===== src/design/cct_ram.sv =====
module cct_ram #(
    parameter int WIDTH = 64,
    parameter int DEPTH = 16
) (
    input  logic                                         i_clk,
    input  logic                                         i_we,
    input  logic [((DEPTH > 1) ? $clog2(DEPTH) : 1)-1:0] i_waddr,
    input  logic [WIDTH-1:0]                             i_wdata,
    input  logic [((DEPTH > 1) ? $clog2(DEPTH) : 1)-1:0] i_raddr,
    output logic [WIDTH-1:0]                             o_rdata
);
    logic [WIDTH-1:0] r_mem [DEPTH];

    always_ff @(posedge i_clk) begin
        if (i_we) begin
            r_mem[i_waddr] <= i_wdata;
        end
        o_rdata <= r_mem[i_raddr];
    end
endmodule


===== config.mk =====
export PLATFORM = sky130hd
export DESIGN_NAME = cct_ram
export DESIGN_NICKNAME = d
export VERILOG_FILES = /design/src/design/cct_ram.sv
export SDC_FILE = /design/constraint.sdc
export NUM_CORES = 1
export LEC_CHECK = 0
export BUFFER_PORTS_ARGS = -buffer_cell sky130_fd_sc_hd__clkbuf_2
export CELL_PAD_IN_SITES_DETAIL_PLACEMENT = 1
export CELL_PAD_IN_SITES_GLOBAL_PLACEMENT = 2
export CORE_MARGIN = 3
export CORE_UTILIZATION = 47
export CTS_BUF_LIST = sky130_fd_sc_hd__clkbuf_2 sky130_fd_sc_hd__clkbuf_4 sky130_fd_sc_hd__clkbuf_8
export DETAILED_ROUTE_END_ITERATION = 12
export GPL_ROUTABILITY_DRIVEN = 0
export PLACE_DENSITY_LB_ADDON = 0.05
export SLEW_MARGIN = 20
export SYNTH_ARGS = -nofsm -noshare
export SYNTH_HDL_FRONTEND = slang
export SYNTH_SLANG_ARGS = --single-unit

===== constraint.sdc =====
create_clock -name i_clk -period 6.08 [get_ports i_clk]
set_input_delay 0.608 -clock i_clk [delete_from_list [all_inputs] [get_ports i_clk]]
set_output_delay 0.608 -clock i_clk [all_outputs]
set_load 0.05 [all_outputs]

==> run summary, run 1 <==
The run finished with clean final reports. The HPWL after detailed placement is 46500 µm. The most critical setup path has its startpoint at i_waddr[2].

The global-route wire length before repair came out at 134000 µm. The flop-to-flop setup slack is 4650 ps. The number of storage elements in the synthesis netlist is 1088. The critical path's largest stage delay is between 600 and 700 ps. Max-cap violations in this run came to 0.

The final route contains 18100 vias. The placed instances occupy a cell area of around 0.042 mm². The final net count is 1998. The origin of the critical flop-to-flop path is r_mem[10][17].

The sum of negative setup slack is 0 ps. Counting every net in the synthesized netlist gives roughly 1700. The static leakage is 14.8 nW. The total power per unit cell area came out at roughly 340 mW/mm². The number of setup buffers added after CTS came out at 0. By area the synthesized netlist is led by sky130_fd_sc_hd__edfxtp_1 78%, sky130_fd_sc_hd__mux4_2 15%, sky130_fd_sc_hd__dfxtp_1 3.2%. The critical path startpoint category is a primary input. The floorplan step defined a core boundary enclosing 0.0828 mm².

The starting density of the core is between 40% and 50%. The most numerous cell type found on the critical path is sky130_fd_sc_hd__buf_4. The number of routed nets with antenna violations is 0. The worst register-to-register path ends at o_rdata[17]. The count of routing violations after the opening detailed-route iteration came out at 1498.

The final setup violation count came out at 0. The final-report hold violation count came out at 0. Measured along the y axis, the die boundary spans slightly below 300 µm. The met1 layer wirelength in the final routing is 39300 µm.

In the final layout, the share of cells above drive strength 1 is 36.4%. The post-synthesis cell area is 0.0396 mm². Setup repair after global routing left no endpoint under its margin. The routed via count divided by cell count is 5.75. The root cell of the clock tree is sky130_fd_sc_hd__clkbuf_8. TritonCTS built the clock tree. The critical path required time came out at 6490 ps. The worst setup path is of the primary input to register kind. The global routing usage summed across all routing layers came out at between 20% and 30%.

The total number of placement rows came out at 105. The total overflow left after global routing is 0. The total die area is 0.0877 mm². The depth of the CTS H-tree came out at 4.

The number of I/O pins came out at 138. Traced cell by cell, the critical path runs through clkbuf_2, or3b_2, nor3_2, buf_4, buf_4. The number of buffers on the longest clock path came out at 3. The routed wire length per instance is 28.9 µm. The pin count of the biggest net entering global routing came out at between 100 and 150.

Summing all non-filler instances in the final layout gives an area of 0.0454 mm². The TritonCTS buffer count came out at between 150 and 200. Among all cell types in the netlist, the one instantiated most often is sky130_fd_sc_hd__edfxtp_1. The post-route total power came out at 15.7 mW. The detailed-routing iteration count for the pre-antenna-repair pass came out at 7. Yosys printed 0 warnings.

The synthesized instance count came out at approximately 1600. The number of max-slew violations in the final report was 0. The synthesis-to-finish area growth is 14.7%. Port buffering added roughly 140 buffers. The clock transition at the registers of the reported paths came out at 60 ps. The initial antenna violation count came out at 6.

Clock latency on the worst-skew pair, taken at its later pin, is 800 ps. The number of sinks driven by the clock tree came out at roughly 1100. The relative slew slack is ~28%.

The final cell utilization of the core is a little over half. The detailed route wirelength on metal3 came out at 4360 µm. The largest total area in the synthesized netlist belongs to sky130_fd_sc_hd__edfxtp_1. The worst setup path is captured at a register. The synthesized design devotes to its leading area cell type 77.7% of total area. The post-route fraction of the period consumed by the critical path is 37.8%.

After detailed routing, the number of remaining DRC violations is 0. The fmax came out at 435 MHz. The hold path startpoint is i_wdata[12].

The worst hold path belongs to the class primary input to register. Of all nets on the critical path, the largest fanout is 35. In this run the worst setup path terminates at r_mem[0][52].

After detailed routing, no signal wire sits above met5. The cell with the largest stage delay on the worst path is sky130_fd_sc_hd__buf_4. The number of resized instances in the post-cts repair step came out at 0. The largest vdd supply drop came out at a little under 0.2 mV. The average size of a mapped cell came out at 24.0 µm².

The routed design uses 45700 µm of met2 wire. The final critical-path required period came out at ~2300 ps. The count of cells along the worst register-to-register path came out at 3. For the pin with the worst max-slew slack, the measured transition is 1090 ps. The async set-or-reset flop fraction in the synthesized netlist is 0%. The via count of the first global-routing pass is 20300.

The share of the Yosys chip area taken by registers is 80.9%. The data arrival time at the worst-slack endpoint came out at between 2000 and 3000 ps. Measured along the x axis, the die boundary spans just under 300 µm. Across the routed clock network, the largest skew measured is 32.3 ps. The number of synthesized flops with an enable pin came out at between 1000 and 1500. For this run, the leading register cell type out of synthesis is sky130_fd_sc_hd__edfxtp_1. The number of distinct standard cells referenced by the synthesized netlist came out at 18. In the synthesized netlist, the cells that appear most often are 1024 x sky130_fd_sc_hd__edfxtp_1, 256 x sky130_fd_sc_hd__mux4_2, 128 x sky130_fd_sc_hd__a22oi_1.

For this block, the routed nets add up to 91100 µm of wire. Hold repair after CTS inserted 0 buffers.
==> area by class of cell <==
class | count | area, µm²
clock buffer | 260 | 3170
fill | 7070 | 37400
antenna | 5 | 12.5
tap | 1070 | 1340
multi-input combinational | 475 | 7230
sequential | 1088 | 32000
timing repair buffer | 184 | 1170
clock inverter | 70 | 450
==> cell usage in the layout (no fill, tap or decap), types with 3 or more instances in the layout <==
cell type / synthesis / routed
sky130_fd_sc_hd__diode_2: 0 / 5
sky130_fd_sc_hd__clkbuf_8: 0 / 195
sky130_fd_sc_hd__nor2_4: 0 / 13
sky130_fd_sc_hd__clkinv_8: 0 / 6
sky130_fd_sc_hd__dfxtp_1: 64 / 64
sky130_fd_sc_hd__buf_4: 6 / 40
sky130_fd_sc_hd__clkinv_2: 0 / 21
sky130_fd_sc_hd__clkbuf_2: 0 / 135
sky130_fd_sc_hd__nand2_1: 65 / 65
sky130_fd_sc_hd__nor3_2: 0 / 4
sky130_fd_sc_hd__clkbuf_4: 0 / 65
sky130_fd_sc_hd__buf_12: 0 / 4
sky130_fd_sc_hd__buf_16: 0 / 3
sky130_fd_sc_hd__inv_6: 0 / 3
sky130_fd_sc_hd__clkinv_1: 0 / 34
sky130_fd_sc_hd__edfxtp_1: 1024 / 1024
sky130_fd_sc_hd__a22oi_1: 128 / 128
sky130_fd_sc_hd__mux4_2: 256 / 256
sky130_fd_sc_hd__clkinvlp_4: 0 / 3
==> flip-flops by register name, indices dropped and copies added (netlist names) <==
name and flops:
r_mem 1024, o_rdata 64
==> metal layers <==
| layer | vias up | track usage, % |
|---|---|---|
| met4 | 2 | 6.29 |
| li1 | 7670 | - |
| met1 | 9846 | 29.1 |
| met2 | 477 | 35.5 |
| met5 | - | 0 |
| met3 | 138 | 4.03 |
==> report_power, final <==
group / internal, mW / switching (mW)
Sequential: 8.39 / 0.0600
Combinational: 0.290 / 0.592
Clock: 3.46 / 2.87
==> critical path: cells and delay by family <==
kind                   cells  cell delay (ps)
AND/OR/NAND/NOR            2              720
buffers and inverters      3             1330
==> worst min-delay path by stage <==
stage | end | slack (ps) | depth (start not counted)
6_report | r_mem[6][12] | 210 | 1
5_1_grt | r_mem[2][12] | 190 | 1
4_1_cts | r_mem[6][12] | 110 | 1
3_5_place_dp | o_rdata[52] | 660 | 3
3_3_place_gp | o_rdata[18] | 650 | 3
2_1_floorplan | o_rdata[0] | 630 | 3
==> through the flow <==
step / setup WS (ps) / cells / hold slack [ps]
finish: 3780 / 3152 / 206
global route: 3660 / 3149 / 186
CTS: 3770 / 3146 / 110
detailed placement: 2890 / 2816 / 662
global placement: 2900 / 2814 / 651
floorplan: 43.2 / 1647 / 635
==> kinds of logic after synthesis <==
logic type / share of synthesized area, %
AO/OA/AOI/OAI: 2.43
buffers and inverters: 1.14
flip-flops: 80.9
multiplexers: 14.6
AND/OR/NAND/NOR: 0.942
(Power assumes the default switching activity.)
==> run 2, diff against run 1 <==
Settings changed: CORE_UTILIZATION 47 to 52.
Clock period 6.08 ns to 2.4 ns, I/O delays scaled along.
==> run 2 against run 1 <==
Worst setup slack worse by 3200 ps. Power rose to 2.6 times the previous value. Hold slack worse by 89 ps. Die area down 9.4%. Global-route usage up 2.4 points. Utilization up 7.5 points. Sequential power rose to 2.5 times the previous value. Sequential share of layout area down 2.0 points. Clock power rose to 2.5 times the previous value. Sequential cell count unchanged. Non-clock buffer count up 102. Design area up 3.0%.
==> run summary, run 2 (synthesis results as in run 1) <==
The flow ran to the end, and the final reports show no timing, DRC or antenna violations. The core outline area is 0.0749 mm² (-9.4%). The flop-to-flop setup slack came out at 1010 ps (-3640 ps). The hold path startpoint is i_waddr[2]. The count of cells along the worst register-to-register path is 3 (unchanged).

The max-cap check violation count came to 0 (unchanged). The largest clock skew in the final design came out at 30.8 ps (-1.52 ps). The die extent in x is 282 µm (-4.8%).

The number of max-slew violations in the final report is 0 (unchanged). The share of post-route cells with drive strength above 1 came to 36.8% (+0.35 points). The worst-path maximum fanout came to 10 (-71%). The relative slew slack is 57.1% (+30 points).

The min-delay analysis places its worst path in the category primary input to register. The total die area was 0.0795 mm² (-9.4%). The capturing point of the worst reg2reg path is o_rdata[14]. The total number of placement rows came out at 100 (-4.8%). The origin of the critical flop-to-flop path is r_mem[10][14]. The post-route DRC violation count came out at 0 (unchanged). The TritonCTS buffer count came out at 172 (-1.7%). The sum of negative setup slack is 0 ps (unchanged).

The static leakage came to 15.4 nW (+4.2%). STA classifies the critical path startpoint as a primary input. The final non-filler cell total came out at 3135 (-0.54%). The routed via count divided by cell count came out at 5.96 (+3.5%). CTS placed an instance of sky130_fd_sc_hd__clkbuf_8 at the clock tree root.

Setup repair after global routing left no endpoint under its margin. The final net count came to 2097 (+5.0%). The most common cell after layout, fill and taps aside is sky130_fd_sc_hd__edfxtp_1.

The largest registers in the layout are r_mem (1024), o_rdata (64). The starting density of the core came to 52.8% (+5.0 points). The die height is 282 µm (-4.8%).

The library cells used most frequently in the layout, excluding fill and tap cells, are 1024 x sky130_fd_sc_hd__edfxtp_1, 256 x sky130_fd_sc_hd__mux4_2, 204 x sky130_fd_sc_hd__clkbuf_8, 135 x sky130_fd_sc_hd__clkbuf_2, 128 x sky130_fd_sc_hd__a22oi_1. The total detailed-routing wirelength came out at 91400 µm (+0.31%). The via count came to 18700 (+3.0%). The depth of the CTS H-tree is 4 (unchanged). The estimated wirelength of the detail-placed design came out at 47700 µm (+2.5%).

The clock tree from TritonCTS is built. The number of buffer cells added on primary ports is 137 (unchanged). The minimum setup slack after placement came out at 349 ps (-2550 ps).

The global routing usage summed across all routing layers is 23.7% (+2.4 points). The number of sinks driven by the clock tree came out at 1088 (unchanged). The final-report hold violation count is 0 (unchanged).

The global-route wire length before repair is 136000 µm (+0.89%). The number of routed nets with antenna violations is 0 (unchanged). The flip-flop count of the largest register, all copies and words added is 1024 (unchanged).

The largest vdd supply drop was 0.536 mV (+170%). The worst setup path is of the primary input to register kind. The number of I/O pins came out at 138 (unchanged). The final critical path takes up 74.2% of the cycle.

The cts-stage hold buffer count came out at 67 (+67). The fill cell instance count of the final layout came out at 6061 (-14%). The via count of the first global-routing pass came to 20600 (+1.5%). The post-route total power is 40.0 mW (+160%). STA classifies the critical path endpoint as a register. The transition time at the pin with the least slew margin is 642 ps (-445 ps). The initial antenna violation count is 4 (-2). The critical path required time was 2860 ps (-3630 ps). The data arrival time at the worst-slack endpoint is 2240 ps (-470 ps). The latest clock arrival within the worst-skew pair came out at 780 ps (-20 ps). The setup slack of the critical path after layout came to 619 ps (-3160 ps). The register with the most flip-flops in the final layout is r_mem. The sum of overflow across all layers after global routing came out at 0 (unchanged). The final setup violation count is 0 (unchanged).

The number of cells on the worst hold path was 3 (+2). The final critical-path required period is 1780 ps. The detailed-routing iteration count for the pre-antenna-repair pass came to 5 (-2). The terminating pin of the worst hold path is r_mem[13][9].

The synthesis-to-finish area growth came out at 18.1%. The number of setup buffers added after CTS came out at 0 (unchanged). The total placed cells including tap cells came to 2751 (-2.3%). The number of resized instances in the post-cts repair step is 0 (unchanged). The pin count of the biggest net entering global routing is 65 (-36%). The number of buffers on the longest clock path is 3 (unchanged).

The total power per unit cell area came to 854 mW/mm² (+150%). The clock transition at the registers of the reported paths is 60 ps (about the same). The fmax came out at 562 MHz.

The count of routing violations after the opening detailed-route iteration is 1644 (+9.7%). The routed wire length per instance came to 29.2 µm (+0.85%).
-- run 2: worst max path at each step --
stage | startpoint | to | slack [ps] | cells past startpoint
after floorplan | i_waddr[2] | r_mem[1][0] | -370 | 2
after global placement | i_waddr[0] | r_mem[15][23] | 340 | 4
after detailed placement | i_waddr[3] | r_mem[4][30] | 350 | 4
after CTS | o_rdata[41] | o_rdata[41] | 540 | 1
after global routing | i_waddr[1] | r_mem[15][21] | 580 | 5
final | i_waddr[1] | r_mem[15][25] | 620 | 5
-- run 2: layout make-up --
| class | instances | area [µm²] | area share (%) |
|---|---|---|---|
| clock buffer | 275 | 3340 | 7.14 |
| tap | 969 | 1210 | 2.59 |
| antenna | 3 | 7.51 | 0.0161 |
| timing repair buffer | 286 | 2630 | 5.62 |
| clock inverter | 39 | 274 | 0.586 |
| sequential | 1088 | 32000 | 68.5 |
| multi-input combinational | 475 | 7270 | 15.5 |
-- run 2: critical path, stage by stage --
cell and delay [ps]:
sky130_fd_sc_hd__dlygate4sd3_1 520, sky130_fd_sc_hd__clkbuf_2 260, sky130_fd_sc_hd__nand2_1 310, sky130_fd_sc_hd__nor2_4 600
sky130_fd_sc_hd__buf_4 290
-- run 2: metrics by stage --
stage	utilization (%)	instance area (µm²)	hold WS (ps)
floorplan	-	39700	339
finish	62.4	46800	117
CTS	62.4	46800	44.6
global route	62.4	46800	87.8
detailed placement	56.7	42500	659
global placement	56.7	42500	628
-- run 2: routing by layer --
metal / track usage, % / routed length [µm]
met5: 0 / 13
met2: 39.4 / 46200
met3: 3.71 / 4530
met4: 6.70 / 1580
met1: 33.3 / 39100
-- run 2: where the power goes --
part / total (mW) / switching [mW] / internal [mW] / leakage [nW]
combinational: 2.45 / 1.56 / 0.894 / 3.68
clock: 16.1 / 6.97 / 9.13 / 1.93
sequential: 21.4 / 0.153 / 21.2 / 9.79
total: 40.0 / 8.68 / 31.3 / 15.4
